<file path="src/rtl/core/stbs_pkg.sv">
`timescale 1ns / 1ps
// ----------------------------------------------------------------------------
// stbs_pkg
// shared constants, codes and controller/datapath interface types for the
// sorted table binary search core
// ----------------------------------------------------------------------------
package stbs_pkg;

  localparam int TABLE_DEPTH = 1024;
  localparam int IDX_W       = $clog2(TABLE_DEPTH);
  localparam int CNT_W       = $clog2(TABLE_DEPTH + 1);
  localparam int DATA_W      = 32;

  localparam logic OP_LOAD   = 1'b0;
  localparam logic OP_SEARCH = 1'b1;

  localparam logic [CNT_W-1:0] DEPTH_CNT = CNT_W'(TABLE_DEPTH);

  typedef struct packed {
    logic load_wr;     // write one table word
    logic init;        // open the search range
    logic probe_first; // read at the midpoint of the open range
    logic probe_next;  // narrow the range and read at its new midpoint
    logic emit;        // register a result
    logic emit_hit;    // result is a match
  } cmd_t;

  typedef struct packed {
    logic first_empty; // open range holds no entry
    logic hit;         // probed word equals the key
    logic next_empty;  // narrowed range holds no entry
  } status_t;

  function automatic logic [IDX_W-1:0] midpoint(input logic [CNT_W-1:0] lo,
                                                input logic [CNT_W-1:0] hi);
    logic [CNT_W:0] sum;
    sum = {1'b0, lo} + {1'b0, hi} - {{CNT_W{1'b0}}, 1'b1};
    return sum[IDX_W:1];
  endfunction

endpackage

</file>
<file path="src/rtl/core/stbs_ctrl.sv">
`timescale 1ns / 1ps
// ----------------------------------------------------------------------------
// stbs_ctrl
// request sequencing: table loads, probe loop and result strobe
// ----------------------------------------------------------------------------
module stbs_ctrl (
  input  logic                clk,
  input  logic                rst_n,
  input  logic                start,
  input  logic                in_op,
  output logic                busy,
  output stbs_pkg::cmd_t      cmd,
  input  stbs_pkg::status_t   status,
  output logic                out_valid
);
  import stbs_pkg::*;

  localparam logic [1:0] ST_IDLE  = 2'd0;
  localparam logic [1:0] ST_FIRST = 2'd1;
  localparam logic [1:0] ST_PROBE = 2'd2;

  logic [1:0] state_r, state_nxt;
  logic       valid_r, valid_nxt;
  logic       accept;

  assign accept = start && (state_r == ST_IDLE);

  always_comb begin
    state_nxt = state_r;
    valid_nxt = 1'b0;
    cmd       = '0;
    case (state_r)
      ST_IDLE: begin
        if (accept) begin
          if (in_op == OP_LOAD) begin
            cmd.load_wr = 1'b1;
          end else begin
            cmd.init  = 1'b1;
            state_nxt = ST_FIRST;
          end
        end
      end
      ST_FIRST: begin
        if (status.first_empty) begin
          cmd.emit  = 1'b1;
          valid_nxt = 1'b1;
          state_nxt = ST_IDLE;
        end else begin
          cmd.probe_first = 1'b1;
          state_nxt       = ST_PROBE;
        end
      end
      ST_PROBE: begin
        if (status.hit) begin
          cmd.emit     = 1'b1;
          cmd.emit_hit = 1'b1;
          valid_nxt    = 1'b1;
          state_nxt    = ST_IDLE;
        end else if (status.next_empty) begin
          cmd.emit  = 1'b1;
          valid_nxt = 1'b1;
          state_nxt = ST_IDLE;
        end else begin
          cmd.probe_next = 1'b1;
        end
      end
      default: begin
        state_nxt = ST_IDLE;
      end
    endcase
  end

  always_ff @(posedge clk) begin
    if (!rst_n) begin
      state_r <= ST_IDLE;
      valid_r <= 1'b0;
    end else begin
      state_r <= state_nxt;
      valid_r <= valid_nxt;
    end
  end

  assign busy      = (state_r != ST_IDLE);
  assign out_valid = valid_r;

  a_strobe_when_idle: assert property (@(posedge clk) disable iff (!rst_n)
    valid_r |-> state_r == ST_IDLE)
    else $error("result strobe while search still running");

  a_load_no_busy: assert property (@(posedge clk) disable iff (!rst_n)
    accept && in_op == OP_LOAD |=> !busy && !valid_r)
    else $error("load request left the core busy or gave a result");

  a_search_starts: assert property (@(posedge clk) disable iff (!rst_n)
    accept && in_op == OP_SEARCH |=> state_r == ST_FIRST)
    else $error("search request did not open a range");

  a_probe_order: assert property (@(posedge clk) disable iff (!rst_n)
    state_r == ST_PROBE |-> $past(state_r) == ST_FIRST || $past(state_r) == ST_PROBE)
    else $error("probe state entered without a first probe");

endmodule

</file>
<file path="config.mk">
export PLATFORM = sky130hd
export DESIGN_NAME = stbs_ctrl
export DESIGN_NICKNAME = d
export VERILOG_FILES = /design/src/rtl/core/stbs_pkg.sv /design/src/rtl/core/stbs_ctrl.sv
export SDC_FILE = /design/constraint.sdc
export NUM_CORES = 1
export LEC_CHECK = 0
export BUFFER_PORTS_ARGS = -buffer_cell sky130_fd_sc_hd__buf_2
export CAP_MARGIN = 20
export CORE_AREA = 5 5 42 44
export CTS_CLUSTER_SIZE = 12
export DETAILED_ROUTE_END_ITERATION = 6
export DIE_AREA = 0 0 47 49
export GPL_TIMING_DRIVEN = 0
export PLACE_DENSITY = 0.46
export SYNTH_ARGS = -nofsm -noshare
export SYNTH_HDL_FRONTEND = slang
export SYNTH_SLANG_ARGS = --single-unit
</file>
<file path="constraint.sdc">
create_clock -name clk -period 2.1 [get_ports clk]
set_clock_uncertainty 0.2 [all_clocks]
set_input_delay 0 -clock clk [delete_from_list [all_inputs] [get_ports clk]]
set_output_delay 0 -clock clk [all_outputs]
set_load 0.05 [all_outputs]
</file>
======== Yosys cells after proc, flatten, opt, wreduce, memory -nomap -nowiden ========
Cells that the tools add are included.
storage, ports and cells
  output and inout port bits .............. 8
  register bits ........................... 3
  input port bits ......................... 7
  logic and storage cells ................. 32
cells by class
  eq/ne operators ......................... 5
  mux-type cells .......................... 21
  reduce and logical (&&, ||, !) cells .... 4
operators with widths
  cell                  number
  $mux W2               7
  $mux W1               12
  $pmux W2 S3           1
  $ne A2 B2 Y1 const B  2
  $ne A3 B3 Y1 const B  1
  $reduce_and A3 Y1     1
  $eq A2 B1 Y1 const B  1
  $eq A2 B2 Y1 const B  1
  $logic_not A2 Y1      1
  $pmux W1 S2           1
  $reduce_bool A2 Y1    1
  $logic_and A1 B1 Y1   1

======== Logic depth before layout (Yosys ltp) ========
Gate-level depths: netlist (run 1).
  word-level depth ........................ 4
  gate-level depth with buffers ........... 5
  depth with buffers taken out ............ 5

======== Least setup slack after synthesis (run 1) ========
Ideal clock, no wire load.
  kind .................................... register -> register
  start ................................... reg state_r[0]
  end ..................................... reg state_r[0]
  setup slack ............................. 460 ps
  setup time .............................. 122 ps
  arrival time ............................ 1,318 ps
  data required time ...................... 1,778 ps
  path buffers ............................ 0
  clock period less this slack ............ 1,640 ps
  stages on the path, launching flop included .. 6
  cells stage by stage .................... dfxtp_1 inv_1 ha_1 nor3b_4 a21oi_2 mux2i_1
on the way
  word-level cells in the longest chain between the ends .. 4
  elaborated cells on any way between the ends .. 9
  classes of those cells .................. eq/ne: 5; mux: 1; reduce/logical: 3
ends and longest elaborated chain
  item                         RTL line                          source
  from (decl)                  stbs_ctrl.sv:22                   logic [1:0] state_r, state_nxt;
  from (signal assigned)       stbs_ctrl.sv:78                   state_r <= state_nxt;
  $logic_not A2 Y1             stbs_ctrl.sv:26, stbs_ctrl.sv:32
  $logic_and A1 B1 Y1          stbs_ctrl.sv:26                   assign accept = start && (state_r == ST_IDLE);
  $ne A2 B2 Y1 (no line)       n/a
  $reduce_and A3 Y1 (no line)  n/a
Several ways; a longest one is shown, not always the timed one.
A chain may end at the register's enable or synchronous reset.

======== Final worst setup path (run 1) ========
  start ................................... reg state_r[0]
  end ..................................... reg state_r[1]
Same word-level chain as after synthesis.

==> load_flow_metrics.sql, run 1 <==
INSERT INTO impl_metrics (metric_group, metric, value, unit) VALUES
('synthesis', 'synth_area_leaders', 'dfxtp_1, ha_1, nand2_1, mux2i_1, nor3b_4', ''),
('place', 'numPortBuffers', '14', ''),
('synthesis', 'yosysTopAreaCellShare', '23.8', '%'),
('synthesis', 'syn-mean-instance-area', '8.42', 'um^2'),
('synthesis', 'synth_simple_gate_area_share', '29.7', '%'),
('synthesis', 'postSynthNetCount', '41', ''),
('synthesis', 'synthesis.instances', '30', ''),
('final_layout', 'area.growth.synth_to_final', '65.8', '%'),
('sta', 'worst-slew-pin-transition', '0.251', 'ns'),
('detailed_routing', 'drt_drc_violations_left', '0', ''),
('critical_path', 'critical_path_peak_fanout', '3', ''),
('critical_path', 'worstSetupStartpointType', 'register', ''),
('grt', 'globalRouteOverflowTotal', '0', ''),
('critical_path', 'critical_path_required', '2.08', 'ns'),
('synthesis', 'synthDistinctLibCells', '15', ''),
('clocking', 'cts_max_path_buffers', '2', ''),
('synthesis', 'synthMostInstantiatedCell', 'nand2_1', ''),
('clocking', 'clock_tree.root_cell', 'clkbuf_4', ''),
('die', 'die_height', '49', 'um'),
('synthesis', 'synth_top_flop_cell', 'dfxtp_1', ''),
('final_layout', 'n_antenna_cell', '0', ''),
('place', 'global_placement_routability_congestion', '0.656', ''),
('detailed_routing', 'ant_nets', '0', ''),
('critical_path', 'crit_chain', 'inv_1 > ha_1 > nor3b_4 > a21oi_2 > mux2i_1 > dlygate4sd3_1', ''),
('die', 'floorplan.initialDensity', '18.0', '%'),
('detailed_routing', 'routed_wl', '618', 'um'),
('pwr', 'seq_power_share', '18.9', '%'),
('pwr', 'cellPowerDensity', '950', 'mW/mm^2'),
('grt', 'grt_busiest_layer', 'met2', ''),
('clocking', 'cts.sinks', '3', ''),
('outcome', 'status', 'complete, no violations', ''),
('grt', 'global_route.usage.met1', '7.42', '%'),
('detailed_routing', 'drt_pre_antenna_iters', '2', ''),
('final_layout', 'share_of_layout_cells_above_drive_strength_1', '41.5', '%'),
('sta', 'max_clock_freq', '0.505', 'GHz'),
('place', 'dp.final_hpwl', '473', 'um'),
('hold_path', 'hold_path.class', 'primary input to register', ''),
('sta', 'final_critical_path_setup_slack', '0.119', 'ns'),
('die', 'core-area', '0.00140', 'mm^2'),
('sta', 'setup_repair_after_global_routing_missed_its_margin', 'no', ''),
('sta', 'finalCriticalPeriod', '1.98', 'ns'),
('pwr', 'pwr-share-comb', '55.4', '%'),
('synthesis', 'netlist.top_cell.by_area', 'dfxtp_1', ''),
('detailed_routing', 'vias', '255', ''),
('grt', 'track_usage', '6.18', '%'),
('pwr', 'power.total', '0.398', 'mW'),
('place', 'post-place-ws', '0.602', 'ns'),
('die', 'die_area', '0.00230', 'mm^2'),
('synthesis', 'muxShareOfSynthArea', '7.92', '%'),
('sta', 'report.final.setup_viol', '0', ''),
('pwr', 'switching_share', '46.0', '%'),
('synthesis', 'synth_sequential_area_ratio', '23.8', '%'),
('pwr', 'max-vdd-ir-drop', '0.275', 'mV'),
('clocking', 'worstSkewPairLatency', '0.23', 'ns'),
('job', 'drv_cap', '0', ''),
('place', 'post_place_cell_area', '343', 'um^2'),
('critical_path', 'slowest_delay', '0.55', 'ns'),
('synthesis', 'synth-compound-area-share', '8.42', '%'),
('critical_path', 'cp_num_buf_inv', '2', ''),
('synthesis', 'ys_async_sr_fraction', '0', '%'),
('critical_path', 'kind_of_cell_adding_the_most_delay_to_the_critical_path', 'buffers and inverters', ''),
('detailed_routing', 'detailedRoute.firstIterationViolations', '3', ''),
('final_layout', 'fin_nets', '65', ''),
('synthesis', 'synth_xor_area_share', '0', '%'),
('synthesis', 'synth_enable_flop_cells', '0', ''),
('synthesis', 'netlist_area_before_placement', '253', 'um^2'),
('critical_path', 'critPathArrivalTime', '1.96', 'ns'),
('synthesis', 'ys_ff_latch', '3', ''),
('pwr', 'cellLeakagePower', '0.231', 'nW'),
('sta', 'timing.setup.tns', '0', 'ns'),
('critical_path', 'timing.critical_path.slowest_stage_cell', 'dlygate4sd3_1', '');
timing repair:
| action | 4_1_cts | 5_1_grt |
|---|---|---|
| hold buffers | 6 | 0 |
| resized for setup | 0 | 0 |
| endpoints found under the setup margin | 0 | 1 |
| hold endpoints to repair | 3 | 0 |
| buffers inserted | 0 | 0 |
area by class of cell:
cell class                 count  area [um^2]
inverter                       3         11.3
multi-input combinational     22          166
fill                         161          982
sequential                     3         60.1
timing repair buffer          19          120
clock buffer                   4         26.3
buffer                         2         15.0
tap                           16         20.0
flip-flops by register name (all words and copies together), names as in the netlist:
signal,flops
out_valid,1
state_r,2
per-layer routing:
layer | part of all wire [%] | wire [um]
met1 | 47 | 288
met2 | 40 | 247
met3 | 13 | 83
met4 | 0 | 0
met5 | 0 | 0
worst min-delay path, stage by stage:
cell,delay (ns)
buf_2,0.11
nand2_1,0.08
a21oi_2,0.08
mux2i_1,0.12
stage by stage:
step                      cells  util (%)
after global routing         69      29.9
after floorplan              30         -
after detailed placement     60      24.5
after CTS                    70      30.6
after global placement       60      24.5
final                        69      29.9
worst paths after layout:
path	startpoint	end	slack (ns)	depth (start not counted)
min	start	state_r[0]	0.001	4
max	state_r[0]	state_r[1]	0.12	6
max reg2reg	state_r[0]	state_r[1]	0.12	6
min reg2reg	state_r[0]	state_r[0]	0.29	2
kinds of logic after synthesis:
family,count (synthesis)
buffers and inverters,5
adders and majority gates,4
AOI/OAI and AO/OA,3
DFF,3
and+or+nand+nor,13
muxes,2
power by group through the flow:
stage,logic [mW],registers (mW),clock network [mW]
2_1_floorplan,0.163,0.0790,0
3_3_place_gp,0.209,0.0766,0
3_5_place_dp,0.212,0.0767,0
4_1_cts,0.233,0.0751,0.108
5_1_grt,0.242,0.0767,0.114
6_report,0.221,0.0754,0.102
cell usage in the layout (no fill, tap or decap), drive strengths merged:
cell and count:
inv 3, a21oi 1, dfxtp 3, buf 16, nor2 1, and3 1, nor3b 1, clkbuf 4
nand2 7, and2 2, ha 4, nor2b 1, mux2i 2, o21ai 1, a21boi 1, dlygate4sd3 5
Note: power is estimated with default switching activity, not from simulation.
==> inputs of run 2 (changes only) <==
--- a/config.mk
+++ b/config.mk
@@ -13,6 +13,8 @@
 export DIE_AREA = 0 0 47 49
 export GPL_TIMING_DRIVEN = 0
 export PLACE_DENSITY = 0.46
+export REMOVE_ABC_BUFFERS = 1
+export SLEW_MARGIN = 20
 export SYNTH_ARGS = -nofsm -noshare
 export SYNTH_HDL_FRONTEND = slang
 export SYNTH_SLANG_ARGS = --single-unit
==> run 2 against run 1 <==
Compared with the run above: wire length is 9.2% lower; core utilization is 1.1 points lower; combinational power down 7%; design area down 3.6%; die area did not move; sequential power rose by 0.7%; critical path type unchanged; largest cell class unchanged.
==> load_flow_metrics.sql, run 2 (synthesis gave the netlist of run 1 again) <==
INSERT INTO impl_metrics (metric_group, metric, value, unit) VALUES
('critical_path', 'critPathArrivalTime', '1.79', 'ns'),
('detailed_routing', 'detail_route.vias_per_cell', '3.79', ''),
('pwr', 'pwr-share-comb', '53.3', '%'),
('pwr', 'clock_power_share', '27.0', '%'),
('critical_path', 'cp.depth', '5', ''),
('final_layout', 'n_fill_cell', '162', ''),
('pwr', 'seq_power_share', '19.7', '%'),
('grt', 'globalRouteOverflowTotal', '0', ''),
('die', 'number_of_i_o_pins', '15', ''),
('sta', 'report.final.hold_viol_count', '0', ''),
('place', 'global_placement_routability_congestion', '0.651', ''),
('sta', 'timing.final.max_slew_violations', '0', ''),
('final_layout', 'fin_cells', '67', ''),
('detailed_routing', 'drt_drc_violations_left', '0', ''),
('hold_path', 'holdPathEnd', 'state_r[0]', ''),
('sta', 'worst-slew-pin-transition', '0.252', 'ns'),
('critical_path', 'critical_path_peak_fanout', '3', ''),
('pwr', 'p_sw', '0.179', 'mW'),
('grt', 'grt_max_degree', '6', ''),
('critical_path', 'type_of_element_capturing_the_critical_path', 'register', ''),
('sta', 'timing.hold.ws', '0.0203', 'ns'),
('hold_path', 'holdPathStages', '4', ''),
('place', 'post_place_cell_area', '328', 'um^2'),
('final_layout', 'finish.utilization', '28.8', '%'),
('pwr', 'switching_share', '46.5', '%'),
('sta', 'report.final.setup_viol', '0', ''),
('die', 'die_area', '0.00230', 'mm^2'),
('critical_path', 'crit_chain', 'inv_1 > ha_1 > a21boi_1 > and2_1 > dlygate4sd3_1', ''),
('critical_path', 'path_class', 'register to register', ''),
('clocking', 'clock_tree.root_cell', 'clkbuf_4', ''),
('clocking', 'post_cts.resized_instances', '0', ''),
('critical_path', 'cp_num_buf_inv', '2', ''),
('sta', 'max_clock_freq', '0.533', 'GHz'),
('final_layout', 'n_antenna_cell', '0', ''),
('detailed_routing', 'average_detailed_routed_wire_length_per_instance', '8.37', 'um'),
('clocking', 'clock_tree.htree_level_count', '1', ''),
('final_layout', 'area.growth.synth_to_final', '59.9', '%'),
('detailed_routing', 'routed_wl', '561', 'um'),
('place', 'numPlacedInstances', '58', ''),
('detailed_routing', 'ant_nets', '0', ''),
('sta', 'setup_repair_after_global_routing_missed_its_margin', 'no', ''),
('clocking', 'clk_transition_reported_paths', '0.04', 'ns'),
('critical_path', 'worst_r2r_endpoint', 'out_valid', ''),
('critical_path', 'timing.critical_path.slowest_stage_cell', 'dlygate4sd3_1', ''),
('final_layout', 'final_common_cell', 'buf_2', ''),
('clocking', 'tritoncts.num_buffers', '3', ''),
('critical_path', 'kind_of_cell_adding_the_most_delay_to_the_critical_path', 'buffers and inverters', ''),
('critical_path', 'worstSetupStartpointType', 'register', ''),
('die', 'die_height', '49', 'um'),
('hold_path', 'timing.hold.worst.start', 'status[0]', ''),
('critical_path', 'critical_path_required', '2.02', 'ns'),
('grt', 'wire_length_of_the_first_global_routing_pass', '897', 'um'),
('clocking', 'cts.sinks', '3', ''),
('pwr', 'max-vdd-ir-drop', '0.203', 'mV'),
('sta', 'final.period_utilization', '89.4', '%'),
('die', 'floorplan.initialDensity', '18.0', '%'),
('grt', 'grt_antenna_before_repair', '0', ''),
('detailed_routing', 'detailedRoute.firstIterationViolations', '1', ''),
('clocking', 'post_cts.repair.setup_buffers', '0', ''),
('critical_path', 'slowest_delay', '0.54', 'ns'),
('pwr', 'cell_internal_pwr', '0.206', 'mW'),
('critical_path', 'reg_to_reg_critical_path_startpoint', 'state_r[0]', ''),
('critical_path', 'rrSetupSlack', '0.22', 'ns'),
('sta', 'timing.setup.tns', '0', 'ns'),
('clocking', 'cts_max_path_buffers', '2', ''),
('place', 'numPortBuffers', '14', ''),
('pwr', 'cellLeakagePower', '0.216', 'nW'),
('final_layout', 'fin_nets', '63', ''),
('grt', 'first_global_vias', '250', ''),
('grt', 'track_usage', '5.70', '%'),
('die', 'dieWidth', '47', 'um'),
('clocking', 'tritoncts', 'done', ''),
('sta', 'slew_headroom', '83.3', '%'),
('place', 'dp.final_hpwl', '451', 'um'),
('pwr', 'cellPowerDensity', '954', 'mW/mm^2'),
('hold_path', 'hold_path.class', 'primary input to register', ''),
('final_layout', 'layout.cells.most_common_list', 'buf_2, nand2_1, dlygate4sd3_1', ''),
('clocking', 'cts_hold_buf', '5', ''),
('critical_path', 'rr_worst_depth', '5', ''),
('sta', 'finalCriticalPeriod', '1.88', 'ns'),
('final_layout', 'top_register', 'state_r', ''),
('die', 'rows', '14', ''),
('job', 'drv_cap', '0', ''),
('final_layout', 'design_area', '404', 'um^2'),
('detailed_routing', 'vias', '254', ''),
('outcome', 'status', 'complete, no violations', ''),
('detailed_routing', 'drt_pre_antenna_iters', '2', ''),
('die', 'core-area', '0.00140', 'mm^2'),
('final_layout', 'share_of_layout_cells_above_drive_strength_1', '39.2', '%'),
('final_layout', 'largest_reg_flops', '2', ''),
('clocking', 'worstSkewPairLatency', '0.24', 'ns');
==> run 2: routing by layer <==
layer  vias to the layer above  part of all wire [%]  global-route usage (%)  wire, um
met1                       105                    40                    5.91       224
met3                         2                    11                    1.11        62
li1                        135                     -                       -         -
met5                         -                     0                       0         0
met2                        12                    45                    8.14       252
met4                         0                   3.9                    6.91        22
==> run 2: layout make-up <==
type	instances	area, um^2	area share (%)
tap	16	20.0	4.95
sequential	3	60.1	14.9
clock buffer	4	26.3	6.50
timing repair buffer	19	120	29.7
multi-input combinational	22	166	41.2
inverter	3	11.3	2.79
==> run 2: worst reg2reg max path, stage by stage (launching register included) <==
cell	delay (ns)
dfxtp_1	0.35
inv_1	0.09
ha_1	0.29
a21boi_1	0.14
and2_1	0.15
dlygate4sd3_1	0.54
==> run 2: worst max-delay path by stage <==
| stage | from | end | slack [ns] |
|---|---|---|---|
| 3_5_place_dp | state_r[0] | state_r[1] | 0.64 |
| 3_3_place_gp | state_r[0] | state_r[0] | 0.65 |
| 4_1_cts | state_r[0] | out_valid | 0.19 |
| 5_1_grt | state_r[0] | out_valid | 0.13 |
| 2_1_floorplan | state_r[0] | out_valid | 0.16 |
| 6_report | state_r[0] | out_valid | 0.22 |
==> run 2: power by group through the flow <==
stage | Clock, mW | Sequential [mW] | Combinational (mW)
2_1_floorplan | 0 | 0.0790 | 0.154
3_3_place_gp | 0 | 0.0777 | 0.201
3_5_place_dp | 0 | 0.0776 | 0.200
4_1_cts | 0.110 | 0.0764 | 0.209
5_1_grt | 0.113 | 0.0772 | 0.226
6_report | 0.104 | 0.0759 | 0.206
==> run 2: through the flow <==
stage / setup WS [ns] / power (mW)
after global routing: 0.134 / 0.415
final: 0.224 / 0.386
after floorplan: 0.159 / 0.233
after global placement: 0.650 / 0.279
after detailed placement: 0.636 / 0.278
after CTS: 0.192 / 0.395
